--- src/rtl/core/msha_pkg.sv ---
// ----------------------------------------------------------------------------
// msha_pkg
// Types, register codes, fixed levels and reset values shared by the
// multi-sensor hysteresis alarm.
// ----------------------------------------------------------------------------
package msha_pkg;

  // Field widths
  localparam int IDX_W     = 5;
  localparam int MODEL_W   = 2;
  localparam int READING_W = 16;
  localparam int CFG_IDX_W = 3;
  localparam int CFG_W     = 16;

  // Number of slots that the index field can address
  localparam int INDEX_SLOTS = 2 ** IDX_W;

  // Default slot count
  localparam int SENSOR_SLOTS_DEF = 32;

  // Sensor model codes
  localparam logic [MODEL_W-1:0] MODEL_OTHER = 2'd0;
  localparam logic [MODEL_W-1:0] MODEL_CO    = 2'd1;
  localparam logic [MODEL_W-1:0] MODEL_SEVEN = 2'd2;

  // Level register indexes
  localparam logic [CFG_IDX_W-1:0] REG_CO_SET     = 3'd0;
  localparam logic [CFG_IDX_W-1:0] REG_CO_CLEAR   = 3'd1;
  localparam logic [CFG_IDX_W-1:0] REG_CO2_SET    = 3'd2;
  localparam logic [CFG_IDX_W-1:0] REG_CO2_CLEAR  = 3'd3;
  localparam logic [CFG_IDX_W-1:0] REG_TVOC_SET   = 3'd4;
  localparam logic [CFG_IDX_W-1:0] REG_TVOC_CLEAR = 3'd5;
  localparam logic [CFG_IDX_W-1:0] REG_PM25_SET   = 3'd6;
  localparam logic [CFG_IDX_W-1:0] REG_PM25_CLEAR = 3'd7;

  // Level register reset values
  localparam logic [CFG_W-1:0] CO_SET_RST     = 16'd2500;
  localparam logic [CFG_W-1:0] CO_CLEAR_RST   = 16'd2000;
  localparam logic [CFG_W-1:0] CO2_SET_RST    = 16'd1000;
  localparam logic [CFG_W-1:0] CO2_CLEAR_RST  = 16'd800;
  localparam logic [CFG_W-1:0] TVOC_SET_RST   = 16'd600;
  localparam logic [CFG_W-1:0] TVOC_CLEAR_RST = 16'd500;
  localparam logic [CFG_W-1:0] PM25_SET_RST   = 16'd35;
  localparam logic [CFG_W-1:0] PM25_CLEAR_RST = 16'd25;

  // Fixed levels for CH2O and PM10
  localparam logic [READING_W-1:0] CH2O_SET_LEVEL   = 16'd80;
  localparam logic [READING_W-1:0] CH2O_CLEAR_LEVEL = 16'd70;
  localparam logic [READING_W-1:0] PM10_SET_LEVEL   = 16'd50;
  localparam logic [READING_W-1:0] PM10_CLEAR_LEVEL = 16'd40;

  // One sensor report
  typedef struct packed {
    logic                 scan_done;
    logic [IDX_W-1:0]     sensor_index;
    logic                 online;
    logic [MODEL_W-1:0]   model_code;
    logic [READING_W-1:0] co_reading;
    logic [READING_W-1:0] co2_reading;
    logic [READING_W-1:0] ch2o_reading;
    logic [READING_W-1:0] tvoc_reading;
    logic [READING_W-1:0] pm25_reading;
    logic [READING_W-1:0] pm10_reading;
  } msha_report_t;

  // One alarm result
  typedef struct packed {
    logic [IDX_W-1:0] index_out;
    logic             slot_alarm;
    logic             any_alarm;
  } msha_result_t;

  // Programmable set and clear levels
  typedef struct packed {
    logic [CFG_W-1:0] co_set_level;
    logic [CFG_W-1:0] co_clear_level;
    logic [CFG_W-1:0] co2_set_level;
    logic [CFG_W-1:0] co2_clear_level;
    logic [CFG_W-1:0] tvoc_set_level;
    logic [CFG_W-1:0] tvoc_clear_level;
    logic [CFG_W-1:0] pm25_set_level;
    logic [CFG_W-1:0] pm25_clear_level;
  } msha_levels_t;

endpackage

--- src/rtl/core/msha_if.sv ---
// ----------------------------------------------------------------------------
// msha_if
// Valid/ready channels for sensor reports and alarm results.
// ----------------------------------------------------------------------------
interface msha_report_if;
  logic                   valid;
  logic                   ready;
  msha_pkg::msha_report_t data;

  modport source (output valid, output data, input ready);
  modport sink (input valid, input data, output ready);
endinterface

interface msha_result_if;
  logic                   valid;
  logic                   ready;
  msha_pkg::msha_result_t data;

  modport source (output valid, output data, input ready);
  modport sink (input valid, input data, output ready);
endinterface

--- src/rtl/core/msha_cfg.sv ---
// ----------------------------------------------------------------------------
// msha_cfg
// Level registers, written through a plain indexed write port.
// ----------------------------------------------------------------------------
module msha_cfg (
  input  logic                               clk,
  input  logic                               rst,
  input  logic                               cfg_we,
  input  logic [msha_pkg::CFG_IDX_W-1:0]     cfg_index,
  input  logic [msha_pkg::CFG_W-1:0]         cfg_data,
  output msha_pkg::msha_levels_t             levels
);

  // Load defaults on reset, otherwise update the addressed level
  always_ff @(posedge clk) begin
    if (rst) begin
      levels.co_set_level     <= msha_pkg::CO_SET_RST;
      levels.co_clear_level   <= msha_pkg::CO_CLEAR_RST;
      levels.co2_set_level    <= msha_pkg::CO2_SET_RST;
      levels.co2_clear_level  <= msha_pkg::CO2_CLEAR_RST;
      levels.tvoc_set_level   <= msha_pkg::TVOC_SET_RST;
      levels.tvoc_clear_level <= msha_pkg::TVOC_CLEAR_RST;
      levels.pm25_set_level   <= msha_pkg::PM25_SET_RST;
      levels.pm25_clear_level <= msha_pkg::PM25_CLEAR_RST;
    end else if (cfg_we) begin
      unique case (cfg_index)
        msha_pkg::REG_CO_SET:     levels.co_set_level     <= cfg_data;
        msha_pkg::REG_CO_CLEAR:   levels.co_clear_level   <= cfg_data;
        msha_pkg::REG_CO2_SET:    levels.co2_set_level    <= cfg_data;
        msha_pkg::REG_CO2_CLEAR:  levels.co2_clear_level  <= cfg_data;
        msha_pkg::REG_TVOC_SET:   levels.tvoc_set_level   <= cfg_data;
        msha_pkg::REG_TVOC_CLEAR: levels.tvoc_clear_level <= cfg_data;
        msha_pkg::REG_PM25_SET:   levels.pm25_set_level   <= cfg_data;
        msha_pkg::REG_PM25_CLEAR: levels.pm25_clear_level <= cfg_data;
        default: ;
      endcase
    end
  end

endmodule

--- src/rtl/core/msha_hyst.sv ---
// ----------------------------------------------------------------------------
// msha_hyst
// Hysteresis decision: next alarm bit of one sensor from its current bit,
// its model, its online flag and its readings.
// ----------------------------------------------------------------------------
module msha_hyst (
  input  logic                   cur_alarm,
  input  msha_pkg::msha_report_t report,
  input  msha_pkg::msha_levels_t levels,
  output logic                   next_alarm
);

  logic co_above;
  logic co_below;
  logic seven_above;
  logic seven_below;

  // CO sensor thresholds
  assign co_above = report.co_reading > levels.co_set_level;
  assign co_below = report.co_reading < levels.co_clear_level;

  // Seven-in-one: raise on any reading above, drop only when all are below
  assign seven_above = (report.co2_reading  > levels.co2_set_level)  ||
                       (report.ch2o_reading > msha_pkg::CH2O_SET_LEVEL) ||
                       (report.tvoc_reading > levels.tvoc_set_level) ||
                       (report.pm25_reading > levels.pm25_set_level) ||
                       (report.pm10_reading > msha_pkg::PM10_SET_LEVEL);
  assign seven_below = (report.co2_reading  < levels.co2_clear_level)  &&
                       (report.ch2o_reading < msha_pkg::CH2O_CLEAR_LEVEL) &&
                       (report.tvoc_reading < levels.tvoc_clear_level) &&
                       (report.pm25_reading < levels.pm25_clear_level) &&
                       (report.pm10_reading < msha_pkg::PM10_CLEAR_LEVEL);

  // Select by model; offline sensors and other models drop the alarm
  always_comb begin
    next_alarm = 1'b0;
    if (report.online) begin
      unique case (report.model_code)
        msha_pkg::MODEL_CO:    next_alarm = cur_alarm ? !co_below : co_above;
        msha_pkg::MODEL_SEVEN: next_alarm = cur_alarm ? !seven_below : seven_above;
        default:               next_alarm = 1'b0;
      endcase
    end
  end

endmodule

--- src/rtl/core/multi_sensor_hysteresis_alarm.sv ---
// ----------------------------------------------------------------------------
// multi_sensor_hysteresis_alarm
// Per-sensor alarm bits with set/clear hysteresis, updated by sensor reports.
// ----------------------------------------------------------------------------
// Pipeline: an accepted report passes through the input register, then the
//   result register, which is written together with the alarm update.
// Throughput: one report per cycle while alarm_out is ready; the alarm-bit update is a single pass.
// Reset: alarm bits cleared, both pipeline registers empty, levels loaded
//   with their default values.
// ----------------------------------------------------------------------------
module multi_sensor_hysteresis_alarm #(
  parameter int SENSOR_SLOTS = msha_pkg::SENSOR_SLOTS_DEF
) (
  input  logic                           clk,
  input  logic                           rst,
  input  logic                           cfg_we,
  input  logic [msha_pkg::CFG_IDX_W-1:0] cfg_index,
  input  logic [msha_pkg::CFG_W-1:0]     cfg_data,
  msha_report_if.sink                    sensor_in,
  msha_result_if.source                  alarm_out
);

  // Only slots that the index field can reach need storage
  localparam int SLOTS_USED = (SENSOR_SLOTS < msha_pkg::INDEX_SLOTS) ?
                              SENSOR_SLOTS : msha_pkg::INDEX_SLOTS;

  msha_pkg::msha_levels_t levels;
  msha_pkg::msha_report_t in_q;
  msha_pkg::msha_result_t out_q;
  msha_pkg::msha_result_t result;
  logic                   in_vld;
  logic                   out_vld;
  logic                   advance;
  logic [SLOTS_USED-1:0]  alarm_bits;
  logic [SLOTS_USED-1:0]  alarm_bits_next;
  logic [SLOTS_USED-1:0]  hit;
  logic                   cur_alarm;
  logic                   new_alarm;

  msha_cfg u_cfg (
    .clk       (clk),
    .rst       (rst),
    .cfg_we    (cfg_we),
    .cfg_index (cfg_index),
    .cfg_data  (cfg_data),
    .levels    (levels)
  );

  // Move the held request on when the result register is free or draining
  assign advance         = in_vld && (!out_vld || alarm_out.ready);
  assign sensor_in.ready = !in_vld || advance;

  // Input register
  always_ff @(posedge clk) begin
    if (rst) begin
      in_vld <= 1'b0;
    end else if (sensor_in.ready) begin
      in_vld <= sensor_in.valid;
    end
  end

  always_ff @(posedge clk) begin
    if (sensor_in.ready && sensor_in.valid) begin
      in_q <= sensor_in.data;
    end
  end

  // Decode the slot; indexes beyond the slot count match nothing
  always_comb begin
    for (int i = 0; i < SLOTS_USED; i++) begin
      hit[i] = (in_q.sensor_index == msha_pkg::IDX_W'(i));
    end
  end

  assign cur_alarm = |(alarm_bits & hit);

  msha_hyst u_hyst (
    .cur_alarm  (cur_alarm),
    .report     (in_q),
    .levels     (levels),
    .next_alarm (new_alarm)
  );

  // Update only the addressed slot, and only once the scan is done
  always_comb begin
    for (int i = 0; i < SLOTS_USED; i++) begin
      alarm_bits_next[i] = (hit[i] && in_q.scan_done) ? new_alarm : alarm_bits[i];
    end
  end

  // Result from the updated bits
  always_comb begin
    result.index_out  = in_q.sensor_index;
    result.slot_alarm = |(alarm_bits_next & hit);
    result.any_alarm  = |alarm_bits_next;
  end

  // Alarm store
  always_ff @(posedge clk) begin
    if (rst) begin
      alarm_bits <= '0;
    end else if (advance) begin
      alarm_bits <= alarm_bits_next;
    end
  end

  // Result register
  always_ff @(posedge clk) begin
    if (rst) begin
      out_vld <= 1'b0;
    end else if (advance) begin
      out_vld <= 1'b1;
    end else if (alarm_out.ready) begin
      out_vld <= 1'b0;
    end
  end

  always_ff @(posedge clk) begin
    if (advance) begin
      out_q <= result;
    end
  end

  assign alarm_out.valid = out_vld;
  assign alarm_out.data  = out_q;

  // Bits hold while the scan is not done
  a_frozen_until_scan: assert property (@(posedge clk) disable iff (rst)
    advance && !in_q.scan_done |=> $stable(alarm_bits))
    else $error("alarm bits changed before scan done");

  // Offline sensor drops its alarm
  a_offline_clears: assert property (@(posedge clk) disable iff (rst)
    advance && in_q.scan_done && !in_q.online |=> !alarm_out.data.slot_alarm)
    else $error("offline sensor kept its alarm");

  // A sensor alarm always shows in the summary
  a_any_covers_sensor: assert property (@(posedge clk) disable iff (rst)
    alarm_out.valid && alarm_out.data.slot_alarm |-> alarm_out.data.any_alarm)
    else $error("sensor alarm without summary alarm");

  // Summary matches the store just written
  a_any_matches_store: assert property (@(posedge clk) disable iff (rst)
    advance |=> alarm_out.data.any_alarm == (|alarm_bits))
    else $error("summary alarm differs from stored bits");

endmodule
--- src/flat_wrapper.sv ---
// flat-port wrapper written by rule: the top's interface ports become plain ports
module multi_sensor_hysteresis_alarm_flat 
#(
  parameter int SENSOR_SLOTS = msha_pkg::SENSOR_SLOTS_DEF
)
  (clk, rst, cfg_we, cfg_index, cfg_data, sensor_in_valid, sensor_in_data, sensor_in_ready, alarm_out_valid, alarm_out_data, alarm_out_ready);
  msha_report_if sensor_in_i ();
  msha_result_if alarm_out_i ();
  input  logic clk;
  input  logic rst;
  input  logic cfg_we;
  input  logic [msha_pkg::CFG_IDX_W-1:0] cfg_index;
  input  logic [msha_pkg::CFG_W-1:0] cfg_data;
  input wire logic [$bits(sensor_in_i.valid)-1:0] sensor_in_valid;
  input wire logic [$bits(sensor_in_i.data)-1:0] sensor_in_data;
  output wire logic [$bits(sensor_in_i.ready)-1:0] sensor_in_ready;
  output wire logic [$bits(alarm_out_i.valid)-1:0] alarm_out_valid;
  output wire logic [$bits(alarm_out_i.data)-1:0] alarm_out_data;
  input wire logic [$bits(alarm_out_i.ready)-1:0] alarm_out_ready;
  assign sensor_in_i.valid = sensor_in_valid;
  assign sensor_in_i.data = sensor_in_data;
  assign sensor_in_ready = sensor_in_i.ready;
  assign alarm_out_valid = alarm_out_i.valid;
  assign alarm_out_data = alarm_out_i.data;
  assign alarm_out_i.ready = alarm_out_ready;
  multi_sensor_hysteresis_alarm #(.SENSOR_SLOTS(SENSOR_SLOTS)) u_core (.clk(clk), .rst(rst), .cfg_we(cfg_we), .cfg_index(cfg_index), .cfg_data(cfg_data), .sensor_in(sensor_in_i), .alarm_out(alarm_out_i));
endmodule
--- config.mk ---
export PLATFORM = sky130hd
export DESIGN_NAME = multi_sensor_hysteresis_alarm_flat
export DESIGN_NICKNAME = d
export VERILOG_FILES = /design/src/rtl/core/msha_pkg.sv /design/src/rtl/core/msha_if.sv /design/src/rtl/core/msha_cfg.sv /design/src/rtl/core/msha_hyst.sv /design/src/rtl/core/multi_sensor_hysteresis_alarm.sv /design/src/flat_wrapper.sv
export SDC_FILE = /design/constraint.sdc
export NUM_CORES = 1
export LEC_CHECK = 0
export BUFFER_PORTS_ARGS = -buffer_cell sky130_fd_sc_hd__buf_4
export CAP_MARGIN = 20
export CORE_MARGIN = 1
export CORE_UTILIZATION = 60
export CTS_BUF_LIST = sky130_fd_sc_hd__clkbuf_16
export CTS_CLUSTER_DIAMETER = 60
export DETAILED_ROUTE_END_ITERATION = 6
export PLACE_DENSITY = 0.81
export SYNTH_ARGS = -nofsm -noshare
export SYNTH_HDL_FRONTEND = slang
export SYNTH_SLANG_ARGS = --single-unit
--- constraint.sdc ---
create_clock -name clk -period 12.07 [get_ports clk]
set_input_delay 3.0175 -clock clk [delete_from_list [all_inputs] [get_ports clk]]
set_output_delay 3.0175 -clock clk [all_outputs]
set_load 0.05 [all_outputs]
==> metrics, run 1 <==
outcome completed; maxcap violations 0; CP bufs+invs 2; Max Clock Freq 150 MHz; RSZ-0062 raised after global routing false; Worst Setup EP sensor_in_ready; layout cells sized above 1 14.9%; most frequent CP cell buf_4; post-route DRC violation count 0; syn_nets 1743; Core Rows 55; Worst-path clk slew 0.06 ns; routed length per instance 19.4 microns; worst r2r src u_core.in_q[101]$_DFFE_PP_; R2R Setup Slk 7.95 ns; CTS Buffer Depth 3; fin crit share 55.4%; core area 22700 sq um; vias in the first global route 11028; Initial Utilization 61.2%; post-synthesis sequential area ratio 47.5%; Synth Warn # 0; crit path time final 6.68 ns; sum of negative setup slack 0 ns; CTS sink cnt 274; Pwr Total 2.11 mW; Worst R2R Path Depth 10; first-pass GRT wire length 57.6 mm; worst r2r dst u_core.alarm_out.data[1]$_DFFE_PP_; leading area contributor after synthesis edfxtp_1; # nets final 1846; pwr dens 132 nW/um^2; Worst slew margin 25.5%; IO Port Bufs 137; Worst setup startpoint alarm_out_ready; 1st-iter DRT viols 964; DR vias/cell 6.07; largest net degree at the start of global routing 84; worst hold margin 0.452 ns; ys flop type dfxtp_1; initial antenna violation count 0; actual slew at the worst max-slew pin 1.12 ns; largest stage delay on the critical path 0.22 ns; TritonCTS buffer count 29; Top Ports 138; Final Setup Violations 0; hpwl dp 25.3 mm; H-tree depth 1; worst-path cell chain buf_4, nor2b_1, nand2_1, buf_4; number of hold violations in the final report 0; clock skew 0.0137 ns; hold crit path type reg -> reg; Clk Latency, worst-skew pair 0.57 ns; TritonRoute pass-1 iters 6; top cells by count, synth nand2_1, a21oi_1, dfxtp_1; Antenna diodes 0; Yosys top cell area share 24.2%; hold_buf cts 0; cts repair resizes 0; VDD IR-drop max 0.119 mV; #FFs+latches synth 274; Slew Viols, Final 0; final WL 36.9 mm; CP Launch Type input port; Layout area overhead 15.1%; CP Max Fanout 4; Antenna Violating Nets Remaining 0; Critical Path RT 9.05 ns; All-Layer GR Usage 31.0%; CTS tree done; Die Area 23800 sq um; grt ovf 0; setup bufs post-CTS 0; Slowest-stage cell, CP nor2b_1; crit path capture type primary output; path type of the worst setup path in -> out; count leader, synth nand2_1; vias 11530; die width 154 microns; Worst Path Arrival 3.66 ns; synthesized instance count 1488; Unique masters post-synth 72; CP Depth 4; static leakage 6.17 nW; Cell Area, Synth 13900 sq um; family with the most delay on the worst path simple AND/OR/NAND/NOR gates; number of flops mapped to enable cells by yosys 112; GP Congestion 0.994; asr flop ratio synth 0%; root buf cell clkbuf_16; Syn Area/Cell 9.35 sq um; Die H 154 microns; synth top area cells edfxtp_1, dfxtp_1, ha_1
how the worst min path moves through the flow:
stage,slack (ns),to,startpoint,cells after the start
6_report,0.45,u_core.u_cfg.levels[124]$_SDFFE_PP0P_,u_core.u_cfg.levels[124]$_SDFFE_PP0P_,2
5_1_grt,0.47,u_core.u_cfg.levels[43]$_SDFFE_PP0P_,u_core.u_cfg.levels[43]$_SDFFE_PP0P_,2
4_1_cts,0.46,u_core.u_cfg.levels[124]$_SDFFE_PP0P_,u_core.u_cfg.levels[124]$_SDFFE_PP0P_,2
3_5_place_dp,0.45,u_core.u_cfg.levels[56]$_SDFFE_PP0P_,u_core.u_cfg.levels[56]$_SDFFE_PP0P_,2
3_3_place_gp,0.44,u_core.u_cfg.levels[71]$_SDFFE_PP0P_,u_core.u_cfg.levels[71]$_SDFFE_PP0P_,2
2_1_floorplan,0.43,u_core.alarm_out.data[2]$_DFFE_PP_,u_core.in_q[99]$_DFFE_PP_,0
cells in the final DEF (no fill, tap or decap), drive strengths merged, types with 4 or more instances in the layout:
cell type / count
nor3: 16
a211o: 32
mux2i: 6
nand4: 28
a21oi: 187
nand2: 261
nand3: 38
nor4: 22
a311oi: 32
o22ai: 8
clkinv: 9
nor3b: 4
nand2b: 14
clkbuf: 30
dfxtp: 162
buf: 161
a22oi: 11
o21ai: 35
nand3b: 9
inv: 149
a211oi: 10
nor2b: 9
edfxtp: 112
ha: 126
nor2: 74
a21o: 7
o211ai: 8
sequential cells by signal, summed over array words and instances, names as in the netlist:
name                    count
u_core.in_q               105
u_core.alarm_out.data       7
u_core.alarm_out.valid      1
u_core.in_vld               1
u_core.alarm_bits          32
u_core.u_cfg.levels       128
stage by stage:
| stage | cells | setup WS [ns] | util (%) | cell area (sq um) |
|---|---|---|---|---|
| global route | 1899 | 5.33 | 70.5 | 16000 |
| global placement | 1841 | 5.45 | 66.1 | 15000 |
| detailed placement | 1842 | 5.38 | 66.2 | 15000 |
| CTS | 1896 | 5.38 | 70.4 | 16000 |
| finish | 1899 | 5.39 | 70.5 | 16000 |
| floorplan | 1488 | 5.53 | - | 13900 |
power breakdown:
part	switching (mW)	leakage, nW	total (mW)	internal [mW]
registers	0.0229	2.40	1.02	1.00
clock network	0.366	0.503	0.880	0.514
logic	0.127	3.26	0.210	0.0830
routing by layer:
metal  part of all wire (%)  up-vias  routed length, microns  global-route usage (%)
met5                      0        -                       0                       0
met4                    4.9        0                    1810                    15.3
met3                    8.1      107                    2990                    5.35
met2                     46      532                   17000                    50.1
met1                     41     5404                   15000                    40.3
li1                       -     5487                       -                       -
worst min-delay path, delay by kind of cell (launching register included):
family,cells,cell delay (ns)
AND/OR/NAND/NOR,1,0.05
flip-flops,1,0.31
AO/OA/AOI/OAI,1,0.05
cells by family after synthesis:
logic type,synth area share (%)
buffers and inverters,6.85
AND/OR/NAND/NOR,15.9
AO/OA/AOI/OAI,17.7
adder cells (fa/ha/maj),11.3
XOR/XNOR,0.126
multiplexers,0.540
flip-flops,47.5
cell type report:
| type | instances | area [sq um] |
|---|---|---|
| fill | 1732 | 6710 |
| inverter | 137 | 514 |
| tap | 285 | 357 |
| clock buffer | 30 | 751 |
| clock inverter | 24 | 195 |
| timing repair buffer | 161 | 1220 |
| multi-input combinational | 988 | 6360 |
| sequential | 274 | 6610 |
Note: power is estimated with default switching activity, not from simulation.
==> run 2: changes to the inputs <==
clock period = 6.9 ns   (was 12.07 ns; I/O delays follow)
==> metrics, run 2 (synthesized netlist as in run 1, its figures left out) <==
final worst slack 2.77 ns (-2.62 ns); Worst Path Arrival 4.42 ns (+0.76 ns); core area 22700 sq um (unchanged); Worst slew margin 24.6% (-0.89 points); routed length per instance 19.6 microns (+1.1%); largest net degree at the start of global routing 69 (-18%); IO Port Bufs 137 (unchanged); Die Area 23800 sq um (unchanged); crit path time final 4.13 ns; placed inst area 15000 sq um (-0.13%); initial antenna violation count 0 (unchanged); Combinational Power Share 10.0% (about the same); clock power share 40.8% (-0.8 points); outcome completed; Antenna diodes 0 (unchanged); Die H 154 microns (unchanged); Pwr Total 3.65 mW (+72%); biggest regs u_core.u_cfg.levels (128), u_core.in_q (105), u_core.alarm_bits (32); sw power 0.903 mW (+75%); Placement Setup Slack 2.82 ns (-2.56 ns); Max Clock Freq 242 MHz; post-route DRC violation count 0 (unchanged); Critical Path RT 7.19 ns (-1.86 ns); die width 154 microns (unchanged); H-tree depth 1 (unchanged); Worst R2R Path Depth 10 (unchanged); hold crit path type reg -> reg; GP Congestion 0.989 (-0.50%); most common cell after layout, fill and taps aside nand2_1; largest stage delay on the critical path 1.02 ns (+0.80 ns); # nets final 1843 (-0.16%); layout cells sized above 1 14.8% (-0.087 points); static leakage 6.11 nW (-0.88%); TritonCTS buffer count 29 (unchanged); cts repair resizes 0 (unchanged); Reg power frac 49.3% (+0.8 points); Final Setup Violations 0 (unchanged); VDD IR-drop max 0.232 mV (+95%); Antenna Violating Nets Remaining 0 (unchanged); P_int 2.74 mW (+72%); grt ovf 0 (unchanged); setup bufs post-CTS 0 (unchanged); CTS tree done; Hold Crit Depth 2 (unchanged); most flop-heavy register u_core.u_cfg.levels; worst r2r dst u_core.alarm_out.data[1]$_DFFE_PP_; most frequent CP cell nor3_1; crit path capture type flop; hpwl dp 25.7 mm (+1.5%); sum of negative setup slack 0 ns (unchanged); actual slew at the worst max-slew pin 1.13 ns (+0.0115 ns); CP Max Fanout 34 (+30); Top Ports 138 (unchanged); switching fraction of total power 24.8% (+0.36 points); DR vias/cell 6.03 (-0.64%); vias in the first global route 11138 (+1.0%); fin crit share 59.8%; Initial Utilization 61.2% (unchanged); hold endpoint u_core.u_cfg.levels[64]$_SDFFE_PP0P_; pwr dens 229 nW/um^2 (+73%); CTS sink cnt 274 (unchanged); R2R Setup Slk 2.77 ns (-5.18 ns); 1st-iter DRT viols 1085 (+13%); hold_buf cts 0 (unchanged); clock skew 0.0259 ns (+0.0122 ns); max reg flops 128 (unchanged); RSZ-0062 raised after global routing false; CTS Buffer Depth 3 (unchanged); first-pass GRT wire length 58.4 mm (+1.4%); worst hold margin 0.455 ns (+0.00204 ns); Worst-path clk slew 0.06 ns (about the same); All-Layer GR Usage 31.4% (+0.49 points); Layout area overhead 14.7%; family with the most delay on the worst path simple AND/OR/NAND/NOR gates; Slew Viols, Final 0 (unchanged); worst-path cell chain nand2b_2, nor3_1, a311o_1, nor3_1, nand3_1, nor4_1, o21a_1, buf_4, o31ai_1, nand4b_1; root buf cell clkbuf_16; worst r2r src u_core.in_q[103]$_DFFE_PP_; final WL 37.2 mm (+0.86%); number of hold violations in the final report 0 (unchanged); path type of the worst setup path reg -> reg; Hold Crit Start u_core.u_cfg.levels[64]$_SDFFE_PP0P_; maxcap violations 0 (unchanged); Clk Latency, worst-skew pair 0.57 ns (about the same); Slowest-stage cell, CP edfxtp_1; CP bufs+invs 1 (-1); TritonRoute pass-1 iters 5 (-1); Core Rows 55 (unchanged); vias 11432 (-0.85%); CP Launch Type flop; final instance area 16000 sq um (-0.33%); commonest cells after routing, fill and taps aside nand2_1, a21oi_1, dfxtp_1, buf_4, inv_1
run 2: worst max-delay path by stage:
stage | start | end | slack (ns) | cells after the start
after detailed placement | alarm_out_ready | sensor_in_ready | 2.82 | 4
after floorplan | alarm_out_ready | u_core.in_q[0]$_DFFE_PP_ | 1.77 | 3
final | u_core.in_q[103]$_DFFE_PP_ | u_core.alarm_out.data[1]$_DFFE_PP_ | 2.77 | 10
after CTS | alarm_out_ready | sensor_in_ready | 2.82 | 4
after global placement | alarm_out_ready | sensor_in_ready | 2.86 | 4
after global routing | u_core.in_q[103]$_DFFE_PP_ | u_core.alarm_out.data[1]$_DFFE_PP_ | 2.54 | 10
run 2: layer usage:
| layer | vias up | wire length [microns] | track usage (%) |
|---|---|---|---|
| met2 | 498 | 17100 | 52.4 |
| met3 | 107 | 2860 | 4.93 |
| met4 | 0 | 1530 | 12.4 |
| li1 | 5479 | - | - |
| met5 | - | 0 | 0 |
| met1 | 5348 | 15600 | 41.2 |
run 2: power by group through the flow:
stage          registers, mW  logic [mW]  clock network [mW]
2_1_floorplan           1.82       0.226                   0
3_3_place_gp            1.83       0.344                   0
3_5_place_dp            1.83       0.355                   0
4_1_cts                 1.79       0.359                1.51
5_1_grt                 1.80       0.400                1.57
6_report                1.80       0.363                1.49
run 2: area by class of cell:
type                       instances  area, sq um
fill                            1695         6760
sequential                       274         6610
multi-input combinational        988         6360
timing repair buffer             158         1190
clock buffer                      31          776
inverter                         137          514
tap                              285          357
clock inverter                    22          144
run 2: metrics by stage:
step,utilization (%),cells
5_1_grt,70.2,1895
3_5_place_dp,66.1,1840
4_1_cts,70.2,1893
2_1_floorplan,-,1488
6_report,70.2,1895
3_3_place_gp,66.1,1840
run 2: tightest hold or removal path, stage by stage (launching register included):
cell	delay [ns]
dfxtp_1	0.31
nand2_1	0.05
a21oi_1	0.05
==> run 3: changes to the inputs <==
CORE_UTILIZATION = 54   (was 60)
PLACE_DENSITY = 0.77   (was 0.81)
clock period = 3.5 ns   (was 6.9 ns; I/O delays follow)
==> metrics, run 3 (synthesized netlist as in run 1, its figures left out) <==
outcome completed; Max Clock Freq 305 MHz (+26%); CP bufs+invs 2 (+1); hold crit path type reg -> reg; clock skew 0.00737 ns (-0.0186 ns); commonest cells after routing, fill and taps aside nand2_1, a21oi_1, buf_4, dfxtp_1, inv_1; CTS Buffer Depth 3 (unchanged); Multi-input gate area 6360 sq um (about the same); Die H 162 microns (+5.3%); routed length per instance 19.6 microns (+0.15%); maxcap violations 0 (unchanged); Combinational Power Share 10.4% (+0.4 points); Slowest-stage cell, CP edfxtp_1; CP Max Fanout 20 (-41%); Reg power frac 47.8% (-1.5 points); vias in the first global route 11237 (+0.89%); Inst Count DP 1916 (+4.1%); largest stage delay on the critical path 0.63 ns (-0.39 ns); final worst slack 0.217 ns (-2.56 ns); RSZ-0062 raised after global routing false; TritonCTS buffer count 30 (+3.4%); final WL 38.8 mm (+4.3%); first-pass GRT wire length 60.7 mm (+3.9%); Initial Utilization 55.1% (-6.2 points); CTS tree done; family with the most delay on the worst path simple AND/OR/NAND/NOR gates; pwr dens 451 nW/um^2 (+97%); Critical Path RT 3.91 ns (-3.28 ns); Filler cells 2047 (+21%); crit path capture type flop; biggest regs u_core.u_cfg.levels (128), u_core.in_q (105), u_core.alarm_bits (32); core area 25300 sq um (+11%); static leakage 6.31 nW (+3.3%); max reg flops 128 (unchanged); layout cells sized above 1 16.7% (+1.8 points); VDD IR-drop max 0.432 mV (+86%); root buf cell clkbuf_16; die width 162 microns (+5.3%); path type of the worst setup path reg -> reg; initial antenna violation count 0 (unchanged); Worst Path Arrival 3.69 ns (-0.73 ns); CTS sink cnt 274 (unchanged); number of hold violations in the final report 0 (unchanged); Top Ports 138 (unchanged); # nets final 1874 (+1.7%); largest net degree at the start of global routing 63 (-8.7%); Antenna Violating Nets Remaining 0 (unchanged); TritonRoute pass-1 iters 7 (+2); most flop-heavy register u_core.u_cfg.levels; IO Port Bufs 137 (unchanged); Layout area overhead 17.6%; Antenna diodes 0 (unchanged); grt ovf 0 (unchanged); sum of negative setup slack 0 ns (unchanged); Core Rows 58 (+5.5%); most common cell after layout, fill and taps aside nand2_1; Worst-path clk slew 0.06 ns (about the same); Finished Layout Cells 1973 (+4.1%); sw power 1.83 mW (+100%); hold_buf cts 0 (unchanged); FF+latch area 6610 sq um (unchanged); worst-path cell chain nor2b_1, a22o_1, a32o_1, a311oi_2, nand3_1, nor4_1, o21a_1, buf_12, buf_12, a311oi_2; H-tree depth 1 (unchanged); switching fraction of total power 24.8% (about the same); post-route DRC violation count 0 (unchanged); crit path time final 3.28 ns (-0.844 ns); fin crit share 93.8% (+34 points); clock power share 41.8% (+1.0 points); GP Congestion 0.983 (-0.65%); Worst slew margin 46.2% (+22 points); actual slew at the worst max-slew pin 0.808 ns (-0.319 ns); Slew Viols, Final 0 (unchanged); Clk Latency, worst-skew pair 0.56 ns (about the same); Pwr Total 7.38 mW (+100%); P_int 5.55 mW (+100%); Die Area 26400 sq um (+11%); Final Setup Violations 0 (unchanged); Placement Setup Slack 0.243 ns (-2.58 ns); vias 11620 (+1.6%); 1st-iter DRT viols 1105 (+1.8%); CP Launch Type flop; DR vias/cell 5.89 (-2.4%); hpwl dp 27.7 mm (+8.0%); All-Layer GR Usage 29.8% (-1.7 points)
run 3: changes by cell type in the layout (fill, tap and decap cells not counted), sizes merged:
| cell | change |
|---|---|
| inv | -2 |
| bufinv | +2 |
| clkinvlp | -1 |
| clkbuf | -1 |
| clkinv | +5 |
| buf | +30 |
run 3: cell type report:
class / count / area share, %
inverter: 137 / 3.14
tap: 330 / 2.52
multi-input combinational: 988 / 38.9
timing repair buffer: 188 / 9.16
sequential: 274 / 40.4
clock inverter: 26 / 1.32
clock buffer: 30 / 4.59
run 3: path summary, 6_finish.rpt:
check	end	startpoint	cells after the start	slack (ns)
min	u_core.u_cfg.levels[26]$_SDFFE_PP0P_	u_core.u_cfg.levels[26]$_SDFFE_PP0P_	2	0.45
max	u_core.alarm_bits[30]$_SDFFE_PP0P_	u_core.in_q[101]$_DFFE_PP_	10	0.22
min reg2reg	u_core.u_cfg.levels[26]$_SDFFE_PP0P_	u_core.u_cfg.levels[26]$_SDFFE_PP0P_	2	0.45
max reg2reg	u_core.alarm_bits[30]$_SDFFE_PP0P_	u_core.in_q[101]$_DFFE_PP_	10	0.22
run 3: worst min-delay path, stage by stage (launching register included):
cell and delay [ns]:
dfxtp_1 0.31, nand2_1 0.05, a21oi_1 0.05
run 3: timing repair:
action | CTS | global route
buffers inserted | 0 | 1
gates resized for setup | 0 | 0
setup endpoints to repair | 0 | 8
run 3: power groups by stage:
| stage | Combinational, mW | Sequential, mW | Clock [mW] |
|---|---|---|---|
| after global placement | 0.730 | 3.59 | 0 |
| after global routing | 0.847 | 3.53 | 3.27 |
| after CTS | 0.757 | 3.53 | 3.13 |
| after detailed placement | 0.750 | 3.59 | 0 |
| after floorplan | 0.445 | 3.58 | 0 |
| final | 0.767 | 3.53 | 3.08 |
run 3: metrics by stage:
step           hold WS [ns]  cell area, sq um  util [%]
2_1_floorplan         0.428             13900         -
3_3_place_gp          0.442             15400      60.8
3_5_place_dp          0.446             15400      60.9
4_1_cts               0.455             16300      64.7
5_1_grt               0.464             16400      64.8
6_report              0.453             16400      64.8
run 3: metal layers:
layer | global-route usage [%] | up-vias | routed length [microns]
li1 | - | 5551 | -
met1 | 38.9 | 5531 | 16300
met2 | 48.6 | 437 | 17900
met5 | 0 | - | 0
met3 | 5.14 | 101 | 2940
met4 | 12.7 | 0 | 1580
